[config.mk]
export PLATFORM = sky130hd
export DESIGN_NAME = ccit_div_step
export DESIGN_NICKNAME = d
export VERILOG_FILES = /design/src/design/assert_macros.svh /design/src/design/ccit_pkg.sv /design/src/design/ccit_div_step.sv
export SDC_FILE = /design/constraint.sdc
export NUM_CORES = 1
export LEC_CHECK = 0
export BUFFER_PORTS_ARGS = -buffer_cell sky130_fd_sc_hd__buf_4
export CORE_AREA = 2 2 176 178
export DETAILED_ROUTE_END_ITERATION = 7
export DIE_AREA = 0 0 178 180
export GPL_ROUTABILITY_DRIVEN = 0
export PLACE_DENSITY = 0.55
export SETUP_SLACK_MARGIN = 0.1
export SLEW_MARGIN = 5
export SYNTH_ARGS = -nofsm -noshare
export SYNTH_HDL_FRONTEND = slang
export SYNTH_SLANG_ARGS = --single-unit
[constraint.sdc]
create_clock -name vclk -period 3.1
set_clock_uncertainty 0.05 [all_clocks]
set_input_delay 0 -clock vclk [all_inputs]
set_output_delay 0 -clock vclk [all_outputs]
set_load 0.03 [all_outputs]
[src/design/assert_macros.svh]
// assertion macro for the rtl
`ifndef ASSERT_MACROS_SVH
`define ASSERT_MACROS_SVH

// implication checked on every rising clock edge outside reset
`define CCIT_ASSERT(lbl, prop, msg) \
    lbl: assert property (@(posedge i_clk) disable iff (!i_rst_n) prop) else $error(msg);

`endif

[src/design/ccit_pkg.sv]
// package for the circle impact time pipeline: widths, codes and stage types
`default_nettype none
package ccit_pkg;
    localparam int FRAC_BITS = 24;
    localparam int DW        = 33;                 // difference width
    localparam int AW        = 66;                 // |dv|^2 and |b| width
    localparam int HW        = 136;                // discriminant width
    localparam int XW        = HW + 2 * FRAC_BITS; // radicand width
    localparam int SQ_STEPS  = XW / 2;             // root bits
    localparam int RW        = SQ_STEPS + 4;       // partial remainder width
    localparam int QW        = 31;                 // time width
    localparam int NW        = AW + QW;            // dividend width

    typedef enum logic [2:0] {
        ST_HIT  = 3'd0,
        ST_GONE = 3'd1,
        ST_SLOW = 3'd2,
        ST_SEP  = 3'd3,
        ST_MISS = 3'd4,
        ST_SOON = 3'd5
    } t_status;

    typedef enum logic [0:0] {
        REG_MIN_SPEED = 1'b0,
        REG_MIN_TIME  = 1'b1
    } t_reg;

    typedef struct packed {
        logic [XW-1:0]       x;
        logic [RW-1:0]       rem;
        logic [SQ_STEPS-1:0] root;
    } t_sq;

    typedef struct packed {
        logic [NW-1:0] rem;
        logic [NW-1:0] d;
        logic [QW-1:0] q;
    } t_dv;
endpackage
`default_nettype wire

[src/design/ccit_div_step.sv]
// one quotient bit of the restoring divider
`default_nettype none
module ccit_div_step import ccit_pkg::*; (
    input  t_dv i_cur,
    output t_dv o_nxt
);
    always_comb begin
        o_nxt.d = {1'b0, i_cur.d[NW-1:1]};
        if (i_cur.rem >= i_cur.d) begin
            o_nxt.rem = i_cur.rem - i_cur.d;
            o_nxt.q   = {i_cur.q[QW-2:0], 1'b1};
        end else begin
            o_nxt.rem = i_cur.rem;
            o_nxt.q   = {i_cur.q[QW-2:0], 1'b0};
        end
    end
endmodule
`default_nettype wire

# After elaboration in Yosys (flattened, before gate mapping)
# Index checks and enable logic that the tools add are counted.
# word_totals
reg_bits	0
input_bits	225
# op_classes
n_addsub	1
magnitude_cmp	1
mux	2
# op_table
op	n
greater-or-equal comparator 97 bit	1
2-to-1 mux 97 bit	1
subtractor 97 bit	1
2-to-1 mux 1 bit	1

# Longest topological paths before layout
# Gate-level depths: netlist (run 1).
# depth
word_depth	2
ltp_mapped	17

# Worst setup path after synthesis (run 1)
# Ideal clock, no wire load.
# synth_path
path_type	input port to output port
start	in i_cur[73] in the netlist's numbering
end	out o_nxt[218] in the netlist's numbering
arrival_ns	3.031
path_slack_ns	0.019
path_stages	16
n_path_buf	3
path_cell_list	inv_1 ha_1 buf_2 a21o_1 a21oi_1 o21ai_0 a21boi_1 o21ai_1 a2111oi_1 and3_4 a21oi_4 a21oi_4 inv_2 buf_6 buf_6 o21ai_0
# synth_lines
element	line	rtl
from (decl)	ccit_div_step.sv:4	input t_dv i_cur,
to (decl)	ccit_div_step.sv:5	output t_dv o_nxt

==> results.md, run 1 <==
* Total negative setup slack at 0 ps
* Crit-path max FO at 8
* Row count at 64
* Fin crit period at 3060 ps
* Setup WS post-layout at 41.4 ps
* # setup viols final at 0
* Total gr overflow at 0
* Antenna violations before repair at 1
* Hold Path Depth at 2
* LEAKAGE at 7.34 nW
* First drt pass iteration count at 5
* Die Span Y at 180 µm
* Area delta synth->final at 79.9%
* Worst path slowest cell: or4_4
* First-pass GRT wire length at 59.3 mm
* Tightest Pin Transition at 661 ps
* Most frequent CP cell: buf_4
* Initial core utilization at 0.293
* Die width at 178 µm
* Hold path startpoint: i_cur[99]
* Mapped Area at 8850 µm²
* Port Buffers at 388
* DRC at 0
* Crit start category: input port
* Final Cycle Share at 0.987
* Reg area at 0 µm²
* Outcome: finished, final reports clean
* PwrDens at 297 nW/µm²
* Area contributors post-synth: ha_1 14%, a21oi_1 13%, buf_4 11%, nor2_1 6.5%, inv_1 5.6%
* Synthesized Nets at 1746
* CP required at 3050 ps
* Yosys top cell area share at 0.137
* F_max at 327 MHz
* Gr usage total at 0.225
* Post-synth top area cell: ha_1
* Seq_cells at 0
* Pre-CTS WS at -301 ps
* Min-Delay Path Class: in2out
* Max Cap Violations at 0
* CORE AREA at 30200 µm²
* Syn Inst Count at 1423
* Max-slew violation count at 0
* Largest net degree at the start of global routing at 18
* Wirelength per Cell at 17.9 µm
* Clock buffers at 0
* WS Path Type: in2out
* Iter 0 DRT Violations at 761
* Crit. End Element: primary output
* Count leader, synth: a21oi_1
* Syn_area_per_cell at 6.22 µm²
* Yosys warning count at 0
* DIE AREA at 32000 µm²
* Vias post-DR at 11800
* CP cell instances: buf_4, inv_1, ha_4, buf_4, inv_2, nor2_4, nand4_1, or4_4, clkinv_4, a2111oi_4, buf_4, and3_4, a21oi_4, a21oi_4, buf_6, inv_16, clkbuf_16, buf_12, nor2_4, a21oi_2, buf_6
* PnR Total Power at 0.00472 W
* Worst hold slack at 170 ps
* Layout cells sized above 1 at 0.513
* Commonest cells in the netlist: 221 x a21oi_1, 154 x nor2_1, 133 x inv_1
* CP Launch Point: i_cur[89]
* Hold EP: o_nxt[98]
* CP arrival at 3010 ps
* Routed WL at 40.9 mm
* Maximum vdd drop at 0.000169 V
* Placed cells at 2197
* Vias in the first global route at 11600
* DP HPWL at 31.9 mm
* Final hold viol count at 0
* IO Pins at 450
* Unrepaired setup endpoints after global routing: true
* Register area share after synthesis at 0
* DRT antenna net count at 0
* Fin cells at 2284
* Via density per instance at 5.17
* Final nets at 2212
* Yosys cell types at 67
* Max incr delay on CP at 570 ps
* Slew margin rel. at 0.555
[per-stage QoR]
step                       util  area [µm²]
final                     0.527       15900
after global routing      0.527       15900
after CTS                 0.462       14000
after detailed placement  0.412       12400
after global placement    0.412       12400
after floorplan               -        8850
[critical path: cells and delay by family]
kind | cells | cell delay, ps
simple gates | 5 | 1030
fa+ha+maj | 1 | 260
compound gates | 4 | 460
buf+inv | 11 | 1240
[worst max-delay path by stage]
stage,endpoint,slack (ps),depth (start not counted)
floorplan,o_nxt[208],80,16
global placement,o_nxt[198],-260,17
detailed placement,o_nxt[198],-300,17
CTS,o_nxt[189],30,19
global route,o_nxt[156],-60,19
finish,o_nxt[196],40,21
[metal layers]
| metal | wire, µm | vias to the layer above | track usage | share of wire |
|---|---|---|---|---|
| met3 | 1840 | 55 | 0.0127 | 0.045 |
| li1 | - | 5776 | - | - |
| met4 | 913 | 0 | 0.0489 | 0.022 |
| met2 | 20600 | 389 | 0.412 | 0.50 |
| met1 | 17500 | 5579 | 0.287 | 0.43 |
| met5 | 0 | - | 0 | 0 |
[repair_timing]
item | CTS | global route
gates cloned | 10 | 8
setup buffers | 19 | 19
resized for setup | 169 | 384
pin swaps | 32 | 50
endpoints found under the setup margin | 98 | 98
hold buffers | 30 | 0
endpoints found under the hold margin | 30 | 0
[cell usage in the layout (no fill, tap or decap), drive strengths merged, types with 30 or more instances in the layout]
cell type    instances
buf                633
nand4               51
xnor2               54
o21bai              31
a21o                51
inv                136
nor2               154
nand2               86
dlygate4sd3         30
xor2                36
a21oi              223
o21ai               70
ha                  97
[cell families after synthesis]
family	synth area share
AOI/OAI and AO/OA	0.320
xor gates and xnor gates	0.0891
adders and majority gates	0.139
buffers and inverters	0.214
muxes	0.0178
other	0.000424
and+or+nand+nor	0.220
[cell type report]
type	instances	area, µm²
Timing Repair Buffer	671	6090
Multi-Input combinational cell	1078	8750
Inverter	137	553
Fill cell	2844	14300
Antenna cell	1	2.50
Timing Repair inverter	1	16.3
Tap cell	396	495
[power by group]
part | internal (W) | total [W] | switching [W]
registers | 0 | 0 | 0
logic | 0.00217 | 0.00472 | 0.00256
clock network | 0.0000000000431 | 0.0000000000431 | 0
(Power assumes the default switching activity.)
==> inputs of run 2 (changes only) <==
CORE_AREA = 2 2 177 179   (was 2 2 176 178)
DIE_AREA = 0 0 179 181   (was 0 0 178 180)
PLACE_DENSITY = 0.54   (was 0.55)
==> results.md, run 2 (synthesized netlist as in run 1, its figures left out) <==
* Outcome: finished, final reports clean
* Via density per instance at 5.12
* Clock power share at 0
* Maximum vdd drop at 0.000171 V
* CP cell instances: buf_8, inv_4, ha_4, buf_6, a21o_1, a21oi_4, a2111oi_4, nor3_2, o211a_4, nor2_4, o21ai_4, a21oi_4, a21oi_4, clkinv_8, buf_12, clkbuf_16, a21oi_1, buf_4
* Initial core utilization at 0.292
* LEAKAGE at 7.45 nW
* Routed WL at 40.9 mm
* Area delta synth->final at 81.5%
* Layout cells sized above 1 at 0.507
* Crit-path max FO at 8
* PwrDens at 294 nW/µm²
* Crit. End Element: primary output
* Wirelength per Cell at 17.8 µm
* Largest net degree at the start of global routing at 20
* Vias in the first global route at 11400
* Worst path slowest cell: nor3_2
* Die Span Y at 181 µm
* Reg area at 0 µm²
* DRC at 0
* Clock buffers at 0
* Tightest Pin Transition at 616 ps
* Max incr delay on CP at 290 ps
* Seq pwr share at 0
* WS Path Type: in2out
* Crit start category: input port
* Total gr overflow at 0
* Total negative setup slack at 0 ps
* IO Pins at 450
* Worst Setup EP: o_nxt[150]
* Max Cap Violations at 0
* Antenna violations before repair at 1
* WP depth at 18
* Unrepaired setup endpoints after global routing: true
* Crit-path leading delay family: compound AO/OA/AOI/OAI gates
* Switching Share at 0.545
* CP Launch Point: i_cur[34]
* Seq_cells at 0
* Final Cycle Share at 0.995
* CP arrival at 3030 ps
* Die width at 179 µm
* CORE AREA at 30300 µm²
* CP required at 3050 ps
* Most frequent CP cell: a21oi_4
* DRT antenna net count at 0
* Design area at 16100 µm²
* DP HPWL at 32.3 mm
* Gr usage total at 0.221
* First drt pass iteration count at 7
* Buf/Inv on CP at 7
* Max-slew violation count at 0
* Row count at 64
* Net switching power at 0.00257 W
* # setup viols final at 0
* Min-Delay Path Class: in2out
* Placed cell areas at 12700 µm²
* Combinational share of power at 1.000
* Iter 0 DRT Violations at 633
* Fin crit period at 3080 ps
* Commonest non-fill, non-tap cells in the layout: 531 x buf_4, 128 x inv_1, 123 x a21oi_1
* Final nets at 2228
* F_max at 324 MHz
* Commonest non-fill, non-tap cell in the layout: buf_4
* Slew margin rel. at 0.588
* Internal at 0.00215 W
* Final hold viol count at 0
* PnR Total Power at 0.00472 W
* Port Buffers at 388
* First-pass GRT wire length at 58.2 mm
* DIE AREA at 32400 µm²
* Vias post-DR at 11800
## run 2: per-stage QoR
stage          hold WS (ps)  utilization  cells  setup slack [ps]
2_1_floorplan          81.7            -   1423              79.9
3_3_place_gp          -49.8        0.417   2226              -478
3_5_place_dp          -49.8        0.417   2226              -456
4_1_cts                 166        0.456   2272              74.1
5_1_grt                 175        0.529   2300              -112
6_report                173        0.529   2300              15.5
## run 2: layout make-up
type	instances	area [µm²]
inverter	137	534
antenna	1	2.50
tap	396	495
timing repair buffer	687	6040
multi-input combinational	1078	8970
timing repair inverter	1	16.3
fill	2883	14300
## run 2: power by group through the flow
| stage | clock network (W) | registers (W) | logic, W |
|---|---|---|---|
| floorplan | 0 | 0 | 0.00225 |
| global placement | 0 | 0 | 0.00357 |
| detailed placement | 0 | 0 | 0.00358 |
| CTS | 0 | 0 | 0.00391 |
| global route | 0.0000000000431 | 0 | 0.00501 |
| finish | 0.0000000000431 | 0 | 0.00472 |
## run 2: what timing repair did
item                                    4_1_cts  5_1_grt
hold buffers                                 30        0
gates resized for setup                     137      410
pin swaps                                    46       74
gates cloned                                  5        9
setup buffers                                11       19
endpoints found under the hold margin        30        0
endpoints found under the setup margin       98       96
## run 2: worst min path at each step
stage	from	end	slack [ps]	depth (start not counted)
after CTS	i_cur[34]	o_nxt[33]	170	2
after global routing	i_cur[34]	o_nxt[33]	180	2
after global placement	i_cur[15]	o_nxt[16]	-50	0
after detailed placement	i_cur[15]	o_nxt[16]	-50	0
final	i_cur[34]	o_nxt[33]	170	2
after floorplan	i_cur[101]	o_nxt[100]	80	1
## run 2: routing by layer
metal  GRT usage  share of wire  vias to the layer above
li1            -              -                     5830
met1       0.282           0.42                     5479
met2       0.399           0.50                      405
met3      0.0147          0.048                       68
met4      0.0527          0.031                        0
met5           0              0                        -
