## src/design/assert_macros.svh

```systemverilog
// assertion macro for the rtl
`ifndef ASSERT_MACROS_SVH
`define ASSERT_MACROS_SVH

// implication checked on every rising clock edge outside reset
`define CCIT_ASSERT(lbl, prop, msg) \
    lbl: assert property (@(posedge i_clk) disable iff (!i_rst_n) prop) else $error(msg);

`endif

```

## src/design/ccit_pkg.sv

```systemverilog
// package for the circle impact time pipeline: widths, codes and stage types
`default_nettype none
package ccit_pkg;
    localparam int FRAC_BITS = 24;
    localparam int DW        = 33;                 // difference width
    localparam int AW        = 66;                 // |dv|^2 and |b| width
    localparam int HW        = 136;                // discriminant width
    localparam int XW        = HW + 2 * FRAC_BITS; // radicand width
    localparam int SQ_STEPS  = XW / 2;             // root bits
    localparam int RW        = SQ_STEPS + 4;       // partial remainder width
    localparam int QW        = 31;                 // time width
    localparam int NW        = AW + QW;            // dividend width

    typedef enum logic [2:0] {
        ST_HIT  = 3'd0,
        ST_GONE = 3'd1,
        ST_SLOW = 3'd2,
        ST_SEP  = 3'd3,
        ST_MISS = 3'd4,
        ST_SOON = 3'd5
    } t_status;

    typedef enum logic [0:0] {
        REG_MIN_SPEED = 1'b0,
        REG_MIN_TIME  = 1'b1
    } t_reg;

    typedef struct packed {
        logic [XW-1:0]       x;
        logic [RW-1:0]       rem;
        logic [SQ_STEPS-1:0] root;
    } t_sq;

    typedef struct packed {
        logic [NW-1:0] rem;
        logic [NW-1:0] d;
        logic [QW-1:0] q;
    } t_dv;
endpackage
`default_nettype wire

```

## src/design/ccit_sqrt_step.sv

```systemverilog
// one digit of the restoring square root
`default_nettype none
module ccit_sqrt_step import ccit_pkg::*; (
    input  t_sq i_cur,
    output t_sq o_nxt
);
    logic [RW-1:0] cur;
    logic [RW-1:0] trial;

    always_comb begin
        cur   = {i_cur.rem[RW-3:0], i_cur.x[XW-1 -: 2]};
        trial = {{(RW-SQ_STEPS-2){1'b0}}, i_cur.root, 2'b01};
        o_nxt.x = {i_cur.x[XW-3:0], 2'b00};
        if (cur >= trial) begin
            o_nxt.rem  = cur - trial;
            o_nxt.root = {i_cur.root[SQ_STEPS-2:0], 1'b1};
        end else begin
            o_nxt.rem  = cur;
            o_nxt.root = {i_cur.root[SQ_STEPS-2:0], 1'b0};
        end
    end
endmodule
`default_nettype wire

```

## config.mk

```make
export PLATFORM = sky130hd
export DESIGN_NAME = ccit_sqrt_step
export DESIGN_NICKNAME = d
export VERILOG_FILES = /design/src/design/assert_macros.svh /design/src/design/ccit_pkg.sv /design/src/design/ccit_sqrt_step.sv
export SDC_FILE = /design/constraint.sdc
export NUM_CORES = 1
export LEC_CHECK = 0
export BUFFER_PORTS_ARGS = -buffer_cell sky130_fd_sc_hd__buf_4
export CAP_MARGIN = 20
export CORE_AREA = 3 3 292 294
export DETAILED_ROUTE_END_ITERATION = 12
export DIE_AREA = 0 0 295 297
export SLEW_MARGIN = 10
export SYNTH_ARGS = -nofsm -noshare
export SYNTH_HDL_FRONTEND = slang
export SYNTH_SLANG_ARGS = --single-unit
```

## constraint.sdc

```tcl
create_clock -name vclk -period 9.2
set_input_delay 0.92 -clock vclk [all_inputs]
set_output_delay 0.92 -clock vclk [all_outputs]
set_load 0.03 [all_outputs]
```

Yosys cells after proc, flatten, opt, wreduce, memory -nomap -nowiden
Index checks and enable logic that the tools add are counted.
{ "totals": {"regBits": 0, "latchBits": 0, "ramBits": 0, "rom_bits": 0, "in_bits": 372, "out_inout_bits": 372, "elab_cells": 3, "mem_count": 0} }
{ "classes": {"addsub": 1, "n_mul": 0, "div": 0, "magnitude_cmp": 1, "eq_ne": 0, "shifts": 0, "n_mux": 1, "bitwise": 0, "n_reduce_logical": 0} }
{ "ops": {"columns": ["operator", "n"], "rows": [
  ["$mux 188", 1],
  ["$ge 96x94->1", 1],
  ["$sub 96x94->96", 1]
]} }

Depth between registers and ports, before layout
Gate-level depths: netlist (run 1).
{ "depth": {"ltp_word": 2, "ltp_mapped": 15, "mapped_depth_nobuf": 13} }

Worst setup path after synthesis (run 1)
No wires, ideal clock.
{ "synth_timing": {"path_type": "input port to output port", "startpoint": "input i_cur[48] in the netlist's numbering", "endpoint": "output o_nxt[142] in the netlist's numbering", "arrival_ns": 3.613, "t_required_ns": 8.280, "path_slack_ns": 4.667, "stages": 13, "path_buffers": 3, "path_cell_list": "inv_1 ha_1 buf_2 nand4_1 nor3_1 nand4_1 or4_1 a211o_1 nand2_2 buf_6 buf_6 nor2_1 a21oi_1"} }
{ "synth_lines": {"columns": ["element", "line_no", "source"], "rows": [
  ["start, declared", "ccit_sqrt_step.sv:4", "input t_sq i_cur,"],
  ["end, declared", "ccit_sqrt_step.sv:5", "output t_sq o_nxt"]
]} }

==> results of run 1 <==
==> logic make-up after synthesis <==
| kind of cell | after synthesis |
|---|---|
| AO/OA/AOI/OAI | 442 |
| other | 1 |
| buffers and inverters | 448 |
| multiplexers | 14 |
| XOR/XNOR | 95 |
| AND/OR/NAND/NOR | 374 |
| adder cells (fa/ha/maj) | 94 |
==> cells in the final DEF (no fill, tap or decap), types with 38 or more instances in the layout <==
| master | netlist | layout |
|---|---|---|
| a21o_1 | 50 | 50 |
| xor2_1 | 42 | 42 |
| nand4_1 | 38 | 38 |
| a21oi_2 | 71 | 71 |
| o21ai_0 | 68 | 68 |
| nand2_1 | 86 | 86 |
| buf_4 | 285 | 381 |
| ha_1 | 94 | 94 |
| inv_1 | 112 | 112 |
| a21oi_1 | 141 | 141 |
| nor2_1 | 148 | 148 |
| xnor2_1 | 53 | 53 |
==> where the power goes <==
group	leakage, nW	switching [mW]	internal, mW	total (mW)
sequential	0	0	0	0
clock	0.00000634	0	0.0000000147	0.0000000147
combinational	5.20	0.741	0.436	1.18
==> critical path: stages <==
cell,delay [ps]
buf_4,90
inv_1,30
ha_1,440
nand4_1,160
nor3_1,720
nand4_1,440
or4_1,680
a211o_1,400
nand2_8,660
buf_4,580
mux2_1,380
buf_4,170
==> worst paths after layout <==
check	startpoint	end	slack, ps	cells past startpoint
worst min-delay path	i_cur[204]	o_nxt[206]	1840	0
worst max-delay path	i_cur[29]	o_nxt[130]	2550	12
==> area by class of cell <==
cell class         count  area (sq um)
fillers             9667         71600
well taps           1080          1350
inverters            112           420
diodes                 1          2.50
multi-input cells   1021          6970
repair buffers       381          2860
==> through the flow <==
| stage | total power [mW] | utilization, % |
|---|---|---|
| after floorplan | 0.917 | - |
| after CTS | 1.20 | 14.0 |
| after global placement | 1.20 | 14.0 |
| after detailed placement | 1.20 | 14.0 |
| after global routing | 1.27 | 14.0 |
| final | 1.18 | 14.0 |
==> per-layer routing <==
layer | global-route usage, % | routed length, um
met1 | 14.7 | 23400
met2 | 17.2 | 22500
met3 | 2.12 | 3480
met4 | 2.15 | 1120
met5 | 0.554 | 17
==> flow_summary_export.csv, run 1 <==
group,metric,value,unit
clocking,cts_resized,0,
timing,report.final.slew_viol_count,0,
timing,worst_slew_pin_slew,887,ps
synthesis,yosysMostFrequentCell,"buf_4",
floorplanning,std_cell_rows,106,
timing,max_freq,0.150,GHz
setup_path,critPathRequiredTime,8280,ps
finish,area_delta_synth_final,18.6,%
synthesis,synth_area_leader_cell,"buf_4",
placement,place_ws,2420,ps
grt,grt_max_degree,104,
grt,grt_pass1_wl,69.3,mm
route,num_vias,10079,
finish,ff_latch_area,0,sq um
placement,portBuffers,376,
timing,fin_ws,2550,ps
synthesis,synth_cells,1468,
floorplanning,die_h,297,um
clocking,cts_hold_buf,0,
grt,grt.total_usage,10.7,%
route,drc_errors,0,
hold_path,hold_path.class,"primary input to output port",
synthesis,synthAdderAreaFrac,12.0,%
synthesis,yosysWarnings,0,
route,dr.pass1.iters,5,
placement,dp.cells,2594,
timing,whs,1840,ps
timing,timing.final.crit_period,6650,ps
setup_path,critPathMaxFanout,103,
placement,hpwl,45.4,mm
pwr,power.leakage,5.20,nW
timing,slew-limit-headroom,40.3,%
clocking,postCtsSetupBuffers,0,
setup_path,critical_path_class,"primary input to output port",
route,vias_per_cell,3.88,
timing,rsz0062_at_grt,"false",
synthesis,seq_area_frac_synth,0,%
finish,drive_gt1_share,32.3,%
synthesis,synthMuxAreaShare,1.60,%
synthesis,synth_top_family_by_area,"compound AO/OA/AOI/OAI gates",
timing,setup_tns,0,ps
floorplanning,start_util,11.8,%
synthesis,synth_xor_area_share,8.50,%
synthesis,synth_top_area_share,21.9,%
synthesis,synthSimpleGateAreaFrac,18.3,%
synthesis,synth.distinct_cells,74,
grt,first_global_vias,9803,
grt,grt_overflow,0,
finish,final_area,11600,sq um
synthesis,synth.avg_cell_area,6.67,sq um
timing,finalCritPeriodShare,72.3,%
setup_path,crit_arrival,5730,ps
placement,gp_congestion,0.760,
finish,clkbuf_count,0,
floorplanning,boundaryPins,744,
outcome,outcome,"finished, final reports clean",
timing,hold_viol_final,0,
placement,placed_cell_area,11600,sq um
synthesis,synth_compound_area_share,30.6,%
route,routed_wl,50.5,mm
floorplanning,die_x,295,um
floorplanning,fp.dieArea,87600,sq um
floorplanning,core,83200,sq um
job,max-cap-violations,0,
route,drt_iter0_drc,543,
finish,layout.cells.non_filler,2595,
timing,setup_violations,0,
setup_path,cp-end-kind,"output port",
route,wire_per_inst,19.5,um
finish,seq_cells,0,
synthesis,synth_area,9780,sq um
route,ant_nets,0,
pwr,irDropWorstVdd,0.0427,mV
setup_path,crit_path_start_kind,"primary input",
synthesis,synth_area_leaders,"buf_4 (22%), ha_1 (12%), a21oi_1 (7.2%)",
synthesis,synthTopCellsByCount,"buf_4 (285), nor2_1 (148), a21oi_1 (141)",
finish,nets,1982,
grt,antenna_found_initial,6,
pwr,power.density,101,nW/um^2
No activity file was read; power rests on OpenSTA's default activity.
==> inputs of run 2 (changes only) <==
ABC_AREA = 1   (was unset)
CORE_AREA = 3 3 286 288   (was 3 3 292 294)
DIE_AREA = 0 0 289 291   (was 0 0 295 297)
clock period = 5.9 ns   (was 9.2 ns; I/O delays follow)
==> run 2 against run 1 <==
  * Synthesized cell count increased by 96%
  * Largest power group unchanged
  * Critical endpoint is now o_nxt[176]
  * Combinational power rose by 70%
  * First-iteration DRC count grew 64%
  * Largest cell class unchanged
  * Flip-flop and latch count unchanged
  * Worst setup slack got worse by 1400 ps
  * Worst hold slack got worse by 660 ps
  * Critical path depth is 5 higher
  * Die area down 4.0%
==> flow_summary_export.csv, run 2 <==
group,metric,value,unit
placement,place_ws,1110,ps
floorplanning,die_h,291,um
timing,whs,1180,ps
route,vias_per_cell,3.90,
pwr,power.leakage,10.2,nW
placement,gp_congestion,0.931,
grt,antenna_found_initial,0,
clocking,postCtsSetupBuffers,0,
setup_path,slowest_delay,700,ps
timing,finalCritPeriodShare,80.2,%
finish,ff_latch_area,0,sq um
synthesis,yosysMostFrequentCell,"nand2_1",
hold_path,hold_path.class,"primary input to output port",
setup_path,critPathMaxFanout,48,
setup_path,critPathMostFrequentCell,"nand2_1",
route,ant_nets,0,
hold_path,hold-path-cell-count,0,
finish,drive_gt1_share,13.8,%
finish,area_delta_synth_final,14.7,%
timing,worst_slew_pin_slew,814,ps
synthesis,synth_area,13400,sq um
setup_path,critPathRequiredTime,5310,ps
hold_path,hp-start,"i_cur[300]",
route,routed_wl,74.8,mm
placement,hpwl,69.0,mm
finish,mostFrequentLayoutCells,"nand2_1 (1270), inv_1 (684), buf_4 (380)",
grt,first_global_vias,15236,
finish,utilization,19.4,%
finish,clkbuf_count,0,
floorplanning,core,79100,sq um
floorplanning,die_x,289,um
clocking,cts_resized,0,
floorplanning,std_cell_rows,103,
floorplanning,boundaryPins,744,
finish,final_area,15300,sq um
setup_path,slowest_stage,"nand4_4",
outcome,outcome,"finished, final reports clean",
finish,antennaDiodeCount,0,
finish,mostFrequentLayoutCell,"nand2_1",
grt,grt_max_degree,49,
setup_path,cp_num_buf_inv,6,
clocking,cts_hold_buf,0,
setup_path,crit_chain,"buf_4 > inv_1 > ha_1 > nand2_1 > inv_1 > nand2_1 > and2_1 > nand2_1 > nand2_1 > nand2_1 > a21oi_1 > nand4_4 > clkinv_2 > buf_4 > nand2_1 > nand2_1 > buf_4",
synthesis,synth.avg_cell_area,4.66,sq um
setup_path,crit_path_start_kind,"primary input",
synthesis,synthTopCellsByCount,"nand2_1 (1270), inv_1 (684), buf_4 (280)",
timing,setup_violations,0,
synthesis,synth_top_area_share,35.6,%
route,dr.pass1.iters,5,
finish,nets,3427,
route,drt_iter0_drc,891,
synthesis,yosysWarnings,0,
synthesis,synth_area_leader_cell,"nand2_1",
timing,fin_ws,1170,ps
job,max-cap-violations,0,
setup_path,critPathTopFamily,"simple AND/OR/NAND/NOR gates",
route,num_vias,15633,
timing,setup_tns,0,ps
floorplanning,fp.dieArea,84100,sq um
placement,portBuffers,376,
setup_path,critical_path_class,"primary input to output port",
setup_path,crit_arrival,4140,ps
synthesis,synth.distinct_cells,25,
synthesis,seq_area_frac_synth,0,%
timing,slew-limit-headroom,45.7,%
timing,hold_viol_final,0,
grt,grt_pass1_wl,102,mm
placement,placed_cell_area,15300,sq um
pwr,irDropWorstVdd,0.0585,mV
route,wire_per_inst,18.6,um
timing,report.final.slew_viol_count,0,
hold_path,hold_end,"o_nxt[302]",
setup_path,cp-end-kind,"output port",
grt,grt_overflow,0,
timing,timing.final.crit_period,4730,ps
timing,max_freq,0.211,GHz
synthesis,synth_area_leaders,"nand2_1 (36%), inv_1 (19%), buf_4 (16%)",
pwr,power.density,131,nW/um^2
finish,seq_cells,0,
floorplanning,start_util,16.9,%
synthesis,synth_cells,2873,
grt,grt.total_usage,16.9,%
route,drc_errors,0,
timing,rsz0062_at_grt,"false",
## run 2: changes by cell type in the layout (fill, tap and decap cells not counted), sizes merged, moves of 12 or more
cell	delta
a21o	-50
a21oi	-157
a31oi	-12
inv	+582
mux2	-13
nand2	+1186
nand3	+103
nand4	-14
nor2	+75
o21a	-12
o21ai	-73
o21bai	-18
xnor2	-53
xor2	+12
## run 2: cells by family (layout without fill, tap and decap cells)
| logic type | after synthesis | count (layout) | share of synthesized area (%) |
|---|---|---|---|
| AND/OR/NAND/NOR | 1669 | 1669 | 49.1 |
| buffers and inverters | 990 | 1075 | 36.0 |
| adder cells (fa/ha/maj) | 94 | 94 | 8.79 |
| XOR/XNOR | 54 | 54 | 3.53 |
| other | 1 | 2 | 0.0280 |
| AO/OA/AOI/OAI | 65 | 65 | 2.51 |
## run 2: cell type report
cell class	count	area, sq um
multi-input cells	1884	8570
fillers	9647	63800
well taps	1050	1310
repair buffers	380	2850
inverters	695	2610
## run 2: worst max-delay path by stage
stage | startpoint | end | slack (ps) | cells after the start
finish | i_cur[84] | o_nxt[176] | 1170 | 17
global route | i_cur[84] | o_nxt[151] | 910 | 17
CTS | i_cur[84] | o_nxt[176] | 1090 | 17
detailed placement | i_cur[89] | o_nxt[176] | 1110 | 14
global placement | i_cur[89] | o_nxt[176] | 1130 | 14
floorplan | i_cur[10] | o_nxt[93] | 2610 | 14
## run 2: stage by stage
step	cells	power, mW
after floorplan	2874	1.47
after global placement	4009	2.04
after detailed placement	4009	2.04
after CTS	4009	2.05
after global routing	4009	2.21
final	4009	2.01
## run 2: report_power, final
part           internal, mW  switching [mW]
clock                     0               0
sequential                0               0
combinational         0.644            1.36
total                 0.644            1.36
## run 2: routing by layer
layer	part of all wire (%)	wire, um	GRT usage (%)	vias up
met5	0.10	76	0.640	-
met2	47	35300	29.5	547
li1	-	-	-	8186
met4	4.1	3090	5.66	2
met3	6.3	4720	2.60	136
met1	42	31600	20.9	6762
==> inputs of run 3 (changes only) <==
clock period = 4.55 ns   (was 5.9 ns; I/O delays follow)
==> run 3 against run 2 <==
  * Total power rose by 31%
  * Via count rose by 0.37%
  * Core utilization rose by 0.15 points
  * First-iteration DRC count fell by 2.8%
  * Global-route usage rose by 0.089 points
  * Routed wire length rose by 0.57%
  * Critical path depth rose by 1
  * Flip-flop and latch count did not move
  * Worst setup slack got worse by 290 ps
  * Die area did not move
  * Combinational power rose by 31%
  * Clock-buffer cell count did not move
  * Critical path type unchanged
  * Largest power group unchanged
  * Highest routed layer unchanged
==> flow_summary_export.csv, run 3 (synthesis gave the netlist of run 2 again) <==
group,metric,value,unit
placement,gp_congestion,0.972,
floorplanning,fp.dieArea,84100,sq um
route,ant_nets,0,
hold_path,hold_path.class,"primary input to output port",
setup_path,crit_arrival,3220,ps
setup_path,crit_chain,"buf_4 > inv_1 > ha_1 > nand2_1 > inv_1 > nand2_1 > nand2_1 > nand2_1 > nand2_1 > a21oi_1 > nand2_1 > nand2_1 > nand4_4 > clkinv_2 > buf_4 > nand2_1 > nand2_1 > buf_4",
floorplanning,die_x,289,um
setup_path,critPathRequiredTime,4090,ps
finish,nFillCells,9651,
route,dr.pass1.iters,5,
finish,drive_gt1_share,14.1,%
route,drt_iter0_drc,866,
timing,max_freq,0.272,GHz
setup_path,critical_path_class,"primary input to output port",
setup_path,crit_path_start_kind,"primary input",
pwr,irDropWorstVdd,0.0700,mV
timing,fin_ws,873,ps
timing,report.final.slew_viol_count,0,
setup_path,crit_path_end,"o_nxt[103]",
finish,seq_cells,0,
route,wire_per_inst,18.7,um
timing,slew-limit-headroom,60.0,%
grt,antenna_found_initial,1,
setup_path,critPathMaxFanout,30,
outcome,outcome,"finished, final reports clean",
timing,finalCritPeriodShare,80.8,%
finish,area_delta_synth_final,15.6,%
finish,utilization,19.5,%
route,drt-met1-wl,31.7,mm
grt,first_global_vias,14933,
route,route.met2.wl,35.8,mm
timing,setup_tns,0,ps
finish,ff_latch_area,0,sq um
placement,place_ws,822,ps
placement,hpwl,69.2,mm
grt,grt_pass1_wl,103,mm
grt,grt_max_degree,45,
pwr,power.density,171,nW/um^2
floorplanning,die_h,291,um
setup_path,critPathTopFamily,"simple AND/OR/NAND/NOR gates",
hold_path,hold-path-cell-count,0,
route,num_vias,15691,
grt,grt.total_usage,17.0,%
finish,mostFrequentLayoutCell,"nand2_1",
route,routed_wl,75.2,mm
setup_path,cp_num_buf_inv,6,
floorplanning,std_cell_rows,103,
finish,clkbuf_count,0,
setup_path,critPathMostFrequentCell,"nand2_1",
finish,mostFrequentLayoutCells,"nand2_1 (1270), inv_1 (684), buf_4 (388)",
grt,grt_overflow,0,
clocking,cts_resized,0,
setup_path,cp-startpoint,"i_cur[56]",
setup_path,slowest_stage,"ha_1",
floorplanning,boundaryPins,744,
job,max-cap-violations,0,
placement,portBuffers,376,
timing,worst_slew_pin_slew,600,ps
clocking,cts_hold_buf,0,
timing,setup_violations,0,
setup_path,cp-end-kind,"output port",
finish,nets,3438,
floorplanning,core,79100,sq um
pwr,power.leakage,10.3,nW
floorplanning,start_util,16.9,%
route,wl_met3,4.89,mm
clocking,postCtsSetupBuffers,0,
route,vias_per_cell,3.90,
timing,timing.final.crit_period,3680,ps
route,top_layer_used,"met5",
finish,multi_input_area,8570,sq um
pwr,p_total,2.64,mW
timing,rsz0062_at_grt,"false",
route,drc_errors,0,
timing,hold_viol_final,0,
setup_path,cp.depth,18,
setup_path,slowest_delay,370,ps
==> run 3: changes by cell type in the layout (fill, tap and decap cells not counted) <==
| cell | previous run | this run |
|---|---|---|
| buf_4 | 380 | 388 |
| buf_12 | 0 | 3 |
| diode_2 | 0 | 1 |
==> run 3: where the power goes <==
part / switching (mW) / internal, mW / leakage, nW
clock network: 0 / 0.0000000294 / 0.00000634
logic: 1.79 / 0.855 / 10.3
registers: 0 / 0 / 0
==> run 3: through the flow <==
stage | std cells | cell area [sq um] | hold slack, ps
after floorplan | 2874 | 13400 | 1040
final | 4021 | 15500 | 910
after CTS | 4020 | 15500 | 910
after global placement | 4020 | 15500 | 910
after detailed placement | 4020 | 15500 | 910
after global routing | 4020 | 15500 | 910
==> run 3: metal layers <==
metal,vias up,GRT usage [%]
met1,6776,21.1
met5,-,0.640
met4,2,4.62
met3,125,2.83
met2,563,29.9
li1,8225,-
==> run 3: final cells by class <==
class,instances,area share [%]
Inverter,695,16.9
Tap cell,1050,8.49
Timing Repair Buffer,391,19.2
Multi-Input combinational cell,1884,55.4
Antenna cell,1,0.0162
==> run 3: worst min path at each step <==
stage,from,to,slack (ps)
2_1_floorplan,i_cur[9],o_nxt[10],1040
3_3_place_gp,i_cur[197],o_nxt[199],910
3_5_place_dp,i_cur[197],o_nxt[199],910
4_1_cts,i_cur[197],o_nxt[199],910
5_1_grt,i_cur[253],o_nxt[255],910
6_report,i_cur[198],o_nxt[200],910
